===== src/hdl/phm_pkg.sv =====
// Package: shared constants and types for the pixel history median block.
`default_nettype none
package phm_pkg;
  localparam int PIXELS = 4096;
  localparam int MAX_DEPTH = 16;
  localparam int PIX_W = 12;
  localparam int DEP_W = $clog2(MAX_DEPTH);
  localparam int CNT_W = 5;
  localparam int ADDR_W = PIX_W + DEP_W;
  localparam int ENT_W = 48;

  localparam logic [1:0] REQ_INSERT = 2'd0;
  localparam logic [1:0] REQ_MEDIAN = 2'd1;
  localparam logic [1:0] REQ_CLEAR  = 2'd2;
  localparam logic [1:0] REQ_NONE   = 2'd3;  // unused code, ignored

  // commands from controller to datapath
  typedef struct packed {
    logic             load;     // capture request fields
    logic             rd_en;    // issue history read
    logic [DEP_W-1:0] rd_idx;
    logic             cnt_rd;   // issue count read
    logic             wr_en;    // write history entry
    logic [DEP_W-1:0] wr_idx;
    logic             wr_new;   // write the new sample (else the shifted entry)
    logic             hold_prev; // latch read data as shift carry
    logic             cnt_wr;
    logic [CNT_W-1:0] cnt_val;
    logic             init;     // count write goes to init_px (clearing pass)
    logic [PIX_W-1:0] init_px;
    logic             sort_clr; // clear channel sort buffers
    logic             sort_ins; // insert read entry into sort buffers
    logic             res_calc; // compute median result
  } phm_cmd_t;

  // status from datapath to controller
  typedef struct packed {
    logic [1:0]       req;
    logic [CNT_W-1:0] cnt;
    logic             le;       // new motion <= read motion
  } phm_sts_t;
endpackage
`default_nettype wire


===== src/hdl/phm_ctrl.sv =====
// Controller: sequences insert shifts, clears and median reads over the history.
`default_nettype none
module phm_ctrl (
  input  wire logic              clk,
  input  wire logic              rst_n,
  input  wire logic              in_valid,
  output logic                   in_ready,
  output logic                   out_valid,
  input  wire logic              out_ready,
  input  wire logic              cfg_valid,
  output logic                   cfg_ready,
  input  wire logic [4:0]        cfg_median_size,
  input  wire phm_pkg::phm_sts_t sts,
  output phm_pkg::phm_cmd_t      cmd,
  output logic [4:0]             n_r,
  output logic                   empty_r
);
  import phm_pkg::*;

  typedef enum logic [3:0] {
    S_INIT, S_IDLE, S_CNT, S_DEC, S_SRCH, S_PUT, S_SHIFT, S_NEW, S_MRD, S_MCALC, S_OUT
  } state_t;

  state_t           st_r, st_nxt;
  logic [4:0]       msize_r, cap;
  logic [CNT_W-1:0] cnt_r, newcnt_r, cnt_clip;
  logic [DEP_W:0]   i_r, i_nxt, j_r, j_nxt;
  logic [DEP_W:0]   pos_r, pos_nxt;
  logic             rdp_r, rdp_nxt;
  logic [4:0]       n_nxt;
  logic             ov_r, ov_nxt;
  logic [PIX_W-1:0] init_r;

  assign cap = (msize_r == 5'd0) ? 5'd1 :
               (msize_r > 5'(MAX_DEPTH)) ? 5'(MAX_DEPTH) : msize_r;
  assign cnt_clip = (sts.cnt > 5'(MAX_DEPTH)) ? 5'(MAX_DEPTH) : sts.cnt;
  assign in_ready = st_r == S_IDLE && !ov_r;
  assign cfg_ready = st_r == S_IDLE && !ov_r;
  assign out_valid = ov_r;

  always_comb begin
    cmd = '0;
    st_nxt = st_r; i_nxt = i_r; j_nxt = j_r; pos_nxt = pos_r;
    rdp_nxt = 1'b0; n_nxt = n_r; ov_nxt = ov_r && !out_ready;
    case (st_r)
      S_INIT: begin
        // zero one count entry per cycle
        cmd.init = 1'b1; cmd.init_px = init_r;
        cmd.cnt_wr = 1'b1; cmd.cnt_val = '0;
        if (init_r == PIX_W'(PIXELS - 1)) st_nxt = S_IDLE;
      end
      S_IDLE: if (in_valid && in_ready) begin cmd.load = 1'b1; st_nxt = S_CNT; end
      S_CNT: begin cmd.cnt_rd = 1'b1; st_nxt = S_DEC; end
      S_DEC: begin
        i_nxt = '0; pos_nxt = (DEP_W+1)'(cnt_clip);
        case (sts.req)
          REQ_INSERT: begin
            if (cnt_clip != '0) begin
              cmd.rd_en = 1'b1; cmd.rd_idx = '0; rdp_nxt = 1'b1;
            end
            st_nxt = (cnt_clip != '0) ? S_SRCH : S_PUT;
          end
          REQ_CLEAR: begin cmd.cnt_wr = 1'b1; cmd.cnt_val = '0; st_nxt = S_IDLE; end
          REQ_MEDIAN: begin
            n_nxt = (sts.cnt > cap) ? cap : sts.cnt;
            cmd.sort_clr = 1'b1;
            st_nxt = S_MRD;
          end
          default: st_nxt = S_IDLE;
        endcase
      end
      S_SRCH: begin
        // read of entry i_r is in rd_data
        if (sts.le) begin
          pos_nxt = i_r;
          st_nxt = S_PUT;
        end else if (i_r + 1'b1 < (DEP_W+1)'(cnt_r)) begin
          i_nxt = i_r + 1'b1; cmd.rd_en = 1'b1; cmd.rd_idx = DEP_W'(i_r + 1'b1);
          rdp_nxt = 1'b1;
        end else begin
          pos_nxt = (DEP_W+1)'(cnt_r); st_nxt = S_PUT;
        end
      end
      S_PUT: begin
        if (pos_r < (DEP_W+1)'(cnt_r)) begin
          // shift from the last kept entry down to pos
          j_nxt = (DEP_W+1)'(newcnt_r) - 1'b1;
          st_nxt = S_SHIFT;
          if (j_nxt == pos_r) begin
            cmd.wr_en = 1'b1; cmd.wr_new = 1'b1; cmd.wr_idx = DEP_W'(pos_r);
            cmd.cnt_wr = 1'b1; cmd.cnt_val = newcnt_r; st_nxt = S_IDLE;
          end else begin
            cmd.rd_en = 1'b1; cmd.rd_idx = DEP_W'(j_nxt - 1'b1); rdp_nxt = 1'b1;
          end
        end else begin
          if (cnt_r < cap) begin
            cmd.wr_en = 1'b1; cmd.wr_new = 1'b1; cmd.wr_idx = DEP_W'(cnt_r);
            cmd.cnt_wr = 1'b1; cmd.cnt_val = cnt_r + 1'b1;
          end
          st_nxt = S_IDLE;
        end
      end
      S_SHIFT: begin
        // rd_data holds entry j-1: latch it, then write it to j
        if (rdp_r) begin
          cmd.hold_prev = 1'b1;
        end else begin
          cmd.wr_en = 1'b1; cmd.wr_idx = DEP_W'(j_r);
          j_nxt = j_r - 1'b1;
          if (j_nxt == pos_r) begin
            st_nxt = S_NEW;
          end else begin
            cmd.rd_en = 1'b1; cmd.rd_idx = DEP_W'(j_nxt - 1'b1); rdp_nxt = 1'b1;
          end
        end
      end
      S_NEW: begin
        // new sample into the opened slot
        cmd.wr_en = 1'b1; cmd.wr_new = 1'b1; cmd.wr_idx = DEP_W'(pos_r);
        cmd.cnt_wr = 1'b1; cmd.cnt_val = newcnt_r; st_nxt = S_IDLE;
      end
      S_MRD: begin
        if (rdp_r) cmd.sort_ins = 1'b1;
        if (i_r < (DEP_W+1)'(n_r)) begin
          cmd.rd_en = 1'b1; cmd.rd_idx = DEP_W'(i_r); rdp_nxt = 1'b1; i_nxt = i_r + 1'b1;
        end else if (!rdp_r) st_nxt = S_MCALC;
      end
      S_MCALC: begin
        cmd.res_calc = 1'b1; st_nxt = S_OUT;
      end
      S_OUT: begin ov_nxt = 1'b1; st_nxt = S_IDLE; end
      default: st_nxt = S_IDLE;
    endcase
  end

  always_ff @(posedge clk) begin
    if (!rst_n) begin
      st_r <= S_INIT; ov_r <= 1'b0; msize_r <= 5'd16; rdp_r <= 1'b0; init_r <= '0;
    end else begin
      if (cfg_valid && cfg_ready) msize_r <= cfg_median_size;
      st_r <= st_nxt; pos_r <= pos_nxt;
      ov_r <= ov_nxt; rdp_r <= rdp_nxt;
      i_r <= i_nxt; j_r <= j_nxt; n_r <= n_nxt;
      if (st_r == S_INIT) init_r <= init_r + 1'b1;
      if (st_r == S_DEC) begin
        cnt_r <= cnt_clip;
        newcnt_r <= (cnt_clip < cap) ? cnt_clip + 1'b1 : cnt_clip;
      end
    end
  end

  assign empty_r = n_r == 5'd0;

  a_ready_idle: assert property (@(posedge clk) disable iff (!rst_n)
    in_ready |-> st_r == S_IDLE) else $error("ready outside idle");
  a_out_hold: assert property (@(posedge clk) disable iff (!rst_n)
    out_valid && !out_ready |=> out_valid) else $error("result dropped");
  a_no_accept_busy: assert property (@(posedge clk) disable iff (!rst_n)
    out_valid |-> !in_ready) else $error("accept while result pending");
endmodule
`default_nettype wire


===== config.mk =====
export PLATFORM = sky130hd
export DESIGN_NAME = phm_ctrl
export DESIGN_NICKNAME = d
export VERILOG_FILES = /design/src/hdl/phm_pkg.sv /design/src/hdl/phm_ctrl.sv
export SDC_FILE = /design/constraint.sdc
export NUM_CORES = 1
export LEC_CHECK = 0
export BUFFER_PORTS_ARGS = -buffer_cell sky130_fd_sc_hd__buf_2
export CAP_MARGIN = 20
export CORE_MARGIN = 2
export CORE_UTILIZATION = 45
export CTS_CLUSTER_DIAMETER = 150
export DETAILED_ROUTE_END_ITERATION = 8
export GPL_TIMING_DRIVEN = 0
export PLACE_DENSITY = 0.67
export SYNTH_ARGS = -nofsm -noshare
export SYNTH_HDL_FRONTEND = slang
export SYNTH_SLANG_ARGS = --single-unit

===== constraint.sdc =====
create_clock -name clk -period 3.4 [get_ports clk]
set_input_delay 0.85 -clock clk [delete_from_list [all_inputs] [get_ports clk]]
set_output_delay 0.85 -clock clk [all_outputs]
set_load 0.02 [all_outputs]

==> summary.txt, run 1 <==
Critical path
  • CP Capture Type: primary output
  • CP max stage cell: edfxtp_1
  • Depth of the most critical reg-to-reg path: 9
  • R2R Path Start: i_r[2]$_SDFFCE_PN0P_
  • Crit-path cells: buf_4 > xor2_1 > ha_1 > or2_2 > o22ai_2 > a21o_4 > buf_6 > mux2_4 > a221o_2 > buf_6
  • R2R setup slack: 0.33 ns
  • Worst EP required: 2.55 ns
  • Worst-path fanout max: 4
  • Crit Path Class: reg -> out
  • Worst reg2reg endpoint: pos_r[3]$_DFFE_PP_
  • Largest stage delay, worst path: 0.51 ns
  • CP most frequent cell: buf_6
  • Crit path DAT: 2.89 ns
  • Worst setup SP type: flip-flop

Drt
  • DR iter-0 viols: 322
  • Total number of vias: 3697
  • Via density per instance: 5.70
  • Routed WL: 11900 µm
  • Routed wire length per instance: 18.3 µm
  • Post-route ant nets: 0
  • Drt drc: 0
  • Drt pass-1 iters: 5

Timing
  • Setup violators final: 13
  • Worst slew pin tran: 0.921 ns
  • Period minus WS final: 3.74 ns
  • Worst rel slew slack: 38.0%
  • Final WS setup: -0.335 ns
  • WHS: 0.484 ns
  • Final Hold Vio Count: 0
  • Maximum clock rate: 0.268 GHz
  • Pins Over Slew Limit: 0
  • Crit share post-route: 110%
  • RSZ-0062 raised after global routing: yes
  • Setup Skew: 0.00992 ns

GRT
  • Grt ovf: 0
  • GR Util All Layers: 23.2%
  • Initial antenna violation count: 0
  • Largest net degree at the start of global routing: 16
  • First-pass GRT wire length: 18100 µm
  • Vias in the first global route: 3608

Clock network
  • TritonCTS Buffers: 5
  • Sink Count: 53
  • Clock Latency Late Sink: 0.30 ns
  • TritonCTS clock tree: built
  • Clk buf depth: 2
  • Root Driver: clkbuf_8
  • Post-CTS Hold Buffers: 0
  • H-tree depth: 2
  • CTS clock-pin slew for the worst setup and hold paths: 0.10 ns

Worst hold path
  • Hold path startpoint: msize_r[0]$_SDFFE_PN0P_
  • Hold worst-path end: msize_r[0]$_SDFFE_PN0P_
  • Hold path cells: 2
  • HP Class: reg -> reg

Synthesis
  • Gate Count Post-Synth: 442
  • Cell Area, Synth: 4110 µm²
  • Post-Syn Nets: 493
  • Synth top area share: 21.9%
  • YS warnings: 0
  • #FFs+latches synth: 53
  • Async S/R FF share, synth: 0%
  • Synth unique cells: 67
  • Top FF cell, synth: edfxtp_1
  • Syn avg cell area: 9.30 µm²
  • Top-count cell post-synth: and2_1
  • Top cells by count, synth: 35 x and2_1, 33 x ha_1, 31 x nor2_1
  • Post-synthesis sequential area ratio: 33.1%
  • Number of flops mapped to enable cells by yosys: 30
  • Largest cells by area after synthesis: edfxtp_1 22%, dfxtp_1 11%, ha_1 10%
  • Yosys top cell by area: edfxtp_1

Layout
  • Area delta synth->final: 28.4%
  • Non-filler cells, final: 649
  • Layout cells sized above 1: 30.7%
  • Fillers: 736
  • Final nets: 591
  • Antenna diodes: 0
  • Area of the multi-input gates: 2790 µm²
  • Register area: 1360 µm²

Floorplanning
  • DIE WIDTH: 99.6 µm
  • Core Box Area: 8810 µm²
  • DIE AREA: 9910 µm²
  • Initial cell density of the core: 46.7%
  • I/O pin cnt: 63
  • Row count: 34
  • Die Ht: 99.6 µm

Place
  • PortBufs: 61
  • Placed Instances: 611
  • DP Wirelength: 8190 µm
  • Routability cong.: 0.892

Run
  • Max Cap Viol: 0

Power and ir drop
  • Leak pwr: 2.33 nW
  • Max rail drop VDD: 0.211 mV
  • Pwr Density: 260 nW/µm²

Run status
  • Failing checks: negative setup slack
  • Status: complete, but fails checks
==> what timing repair did <==
action | CTS | global route
setup endpoints to repair | 17 | 21
setup buffers | 27 | 7
pin swaps | 20 | 12
gates resized for setup | 67 | 22
cloned | 1 | 0
==> layout by cell type (no fill, tap or decap), types with 16 or more instances in the layout <==
cell type	n
buf_2	50
and2_1	34
buf_4	31
nor2_1	30
edfxtp_1	30
ha_1	29
inv_1	27
xnor2_1	25
nand2_1	23
dfxtp_1	22
buf_6	20
a21oi_1	16
==> worst max-delay path, delay by kind of cell (launching register included) <==
kind / cells / cell delay, ns
compound gates: 3 / 0.65
flops: 1 / 0.51
buf+inv: 3 / 0.47
xor+xnor: 1 / 0.28
fa+ha+maj: 1 / 0.27
mux: 1 / 0.26
simple gates: 1 / 0.15
==> state kept, by name, indices dropped and copies added, names as in the netlist <==
signal and flops:
n_r 5, out_valid 1, pos_r 5, init_r 12, j_r 5, newcnt_r 5
msize_r 5, i_r 5, rdp_r 1, st_r 4, cnt_r 5
==> power breakdown <==
| part | total (mW) | switching (mW) | internal, mW |
|---|---|---|---|
| Clock | 0.419 | 0.208 | 0.211 |
| Sequential | 0.708 | 0.0168 | 0.691 |
| Combinational | 0.243 | 0.145 | 0.0971 |
==> routing by layer <==
layer / GRT usage, % / routed length, µm / share of wire (%) / up-vias
li1: - / - / - / 1766
met1: 29.6 / 4950 / 42 / 1765
met2: 40.0 / 5900 / 50 / 143
met3: 3.44 / 732 / 6.2 / 23
met4: 8.43 / 309 / 2.6 / 0
met5: 0 / 0 / 0 / -
==> cells by family (layout without fill, tap and decap cells) <==
family,count (synthesis),in the layout,synth area share (%)
compound gates,85,85,15.0
buf+inv,50,148,5.79
flops,53,53,33.1
xor+xnor,44,44,10.1
fa+ha+maj,33,33,10.0
mux,14,14,3.50
simple gates,163,164,22.4
==> final cells by class <==
cell class / instances / area share [%]
Inverter: 30 / 2.18
Buffer: 15 / 1.97
Timing Repair Buffer: 95 / 12.6
Multi-Input combinational cell: 340 / 52.8
Sequential cell: 53 / 25.8
Clock buffer: 8 / 2.11
Tap cell: 108 / 2.56
==> stage by stage <==
stage	worst slack, ns	TNS [ns]	util [%]	area, µm²	power (mW)
after detailed placement	-0.381	-5.37	51.7	4550	0.956
after global routing	-0.367	-2.71	59.9	5280	1.44
after floorplan	0.172	0	-	4110	0.881
final	-0.335	-1.59	59.9	5280	1.37
after global placement	-0.375	-5.31	51.7	4550	0.951
after CTS	-0.193	-1.07	58.2	5120	1.37
==> how the worst max path moves through the flow <==
stage | from | endpoint | slack, ns | cells past startpoint
after floorplan | newcnt_r[0]$_DFFE_PP_ | cmd[34] | 0.17 | 10
after global placement | cnt_r[2]$_DFFE_PP_ | cmd[24] | -0.37 | 10
after detailed placement | newcnt_r[0]$_DFFE_PP_ | cmd[34] | -0.38 | 11
after CTS | i_r[1]$_SDFFCE_PN0P_ | cmd[34] | -0.19 | 10
after global routing | i_r[2]$_SDFFCE_PN0P_ | cmd[30] | -0.37 | 10
final | i_r[2]$_SDFFCE_PN0P_ | cmd[30] | -0.34 | 10
Note: power is estimated with default switching activity, not from simulation.
==> inputs of run 2 (changes only) <==
Settings changed: SKIP_CTS_REPAIR_TIMING set to 1, SLEW_MARGIN set to 0.
==> run 2 against run 1 <==
The flow still finishes with violations (negative setup slack). Combinational power barely moved. Die area is the same. Sequential share of layout area down 0.15 points. Cell count up 0.62%. Register-to-register slack got worse by 0.02 ns.
==> summary.txt, run 2 (synthesis results as in run 1) <==
Drt
  • Routed wire length per instance: 18.1 µm
  • Via density per instance: 5.74
  • Drt pass-1 iters: 5
  • DR iter-0 viols: 248
  • Post-route ant nets: 0
  • Total number of vias: 3745
  • Drt drc: 0
  • Routed WL: 11800 µm

Critical path
  • Crit path DAT: 2.94 ns
  • Worst setup SP type: flip-flop
  • CP Capture Type: primary output
  • Worst EP required: 2.55 ns
  • Worst-path fanout max: 5
  • Crit Path Class: reg -> out

Layout
  • Layout cells sized above 1: 31.0%
  • Largest register FFs: 12
  • Largest Register: init_r
  • Area of the multi-input gates: 2810 µm²
  • Commonest cells after routing, fill and taps aside: 51 x buf_2, 39 x buf_4, 35 x and2_1, 30 x nor2_1, 30 x edfxtp_1
  • Final nets: 595
  • Antenna diodes: 0
  • Register area: 1360 µm²
  • Fillers: 731
  • Non-filler cells, final: 653
  • Area delta synth->final: 29.2%
  • Commonest non-fill, non-tap cell in the layout: buf_2

Timing
  • Period minus WS final: 3.79 ns
  • RSZ-0062 raised after global routing: yes
  • Final Hold Vio Count: 0
  • Fin Setup TNS: -2.90 ns
  • Pins Over Slew Limit: 0
  • Crit share post-route: 112%
  • WHS: 0.482 ns
  • Setup violators final: 14
  • Worst slew pin tran: 0.935 ns
  • Maximum clock rate: 0.264 GHz
  • Setup Skew: 0.00858 ns
  • Final WS setup: -0.391 ns
  • Worst rel slew slack: 37.1%

Place
  • DP Wirelength: 8190 µm
  • Placed Instances: 611
  • Routability cong.: 0.892
  • PortBufs: 61

GRT
  • GR Util All Layers: 21.2%
  • First-pass GRT wire length: 16800 µm
  • Initial antenna violation count: 0
  • Largest net degree at the start of global routing: 16
  • Vias in the first global route: 3372
  • Grt ovf: 0

Power and ir drop
  • Pint: 1.00 mW
  • Sw Share: 27.2%
  • Clk pwr share: 30.7%
  • Pwr Density: 259 nW/µm²
  • Leak pwr: 2.34 nW
  • Combinational share of power: 17.8%
  • Max rail drop VDD: 0.204 mV
  • NetSw: 0.374 mW
  • Seq pwr share: 51.5%

Floorplanning
  • Row count: 34
  • DIE WIDTH: 99.6 µm
  • I/O pin cnt: 63
  • Initial cell density of the core: 46.7%
  • Core Box Area: 8810 µm²
  • DIE AREA: 9910 µm²
  • Die Ht: 99.6 µm

Clock network
  • TritonCTS clock tree: built
  • H-tree depth: 2
  • Sink Count: 53
  • Clk buf depth: 2
  • Root Driver: clkbuf_8
  • CTS clock-pin slew for the worst setup and hold paths: 0.10 ns
  • TritonCTS Buffers: 5
  • Clock Latency Late Sink: 0.31 ns

Worst hold path
  • HP Class: reg -> reg

Run
  • Max Cap Viol: 0

Run status
  • Status: complete, but fails checks
  • Failing checks: negative setup slack
==> run 2: layer usage <==
layer	vias to the layer above	global-route usage, %	part of all wire, %
li1	1777	-	-
met1	1784	28.0	42
met2	149	35.6	49
met3	35	3.30	5.6
met4	0	7.06	3.2
met5	-	0	0
==> run 2: worst max-delay path: stages (launching register included) <==
cell and delay (ns):
edfxtp_1 0.51, ha_4 0.22, nand3_4 0.10, xnor2_4 0.19
ha_4 0.18, buf_4 0.14, nor4b_2 0.38, a21o_4 0.20
buf_6 0.11, nor2b_1 0.16, o21ai_0 0.09, o211ai_1 0.14
buf_4 0.19
==> run 2: worst paths after layout <==
path / start / endpoint / slack, ns / cells after the start
min reg2reg: msize_r[0]$_SDFFE_PN0P_ / msize_r[0]$_SDFFE_PN0P_ / 0.48 / 2
min: msize_r[0]$_SDFFE_PN0P_ / msize_r[0]$_SDFFE_PN0P_ / 0.48 / 2
max: i_r[0]$_SDFFCE_PN0P_ / cmd[32] / -0.39 / 12
max reg2reg: i_r[0]$_SDFFCE_PN0P_ / pos_r[3]$_DFFE_PP_ / 0.31 / 11
==> run 2: metrics by stage <==
stage	instance area, µm²	util, %	power, mW	worst slack, ns
2_1_floorplan	4110	-	0.881	0.172
3_3_place_gp	4550	51.7	0.951	-0.375
3_5_place_dp	4550	51.7	0.956	-0.381
4_1_cts	4660	52.9	1.37	-0.738
5_1_grt	5310	60.3	1.44	-0.431
6_report	5310	60.3	1.38	-0.391
==> run 2: power by group through the flow <==
stage / logic [mW] / registers, mW / clock network, mW
final: 0.245 / 0.708 / 0.422
after global routing: 0.272 / 0.713 / 0.456
after CTS: 0.235 / 0.708 / 0.425
after detailed placement: 0.234 / 0.722 / 0
after global placement: 0.229 / 0.721 / 0
after floorplan: 0.163 / 0.718 / 0
==> run 2: final cells by class <==
class,instances,area share [%]
Multi-Input combinational cell,340,52.9
Sequential cell,53,25.7
Timing Repair Buffer,98,12.5
Tap cell,108,2.55
Inverter,30,2.17
Clock buffer,8,2.10
Buffer,16,2.10
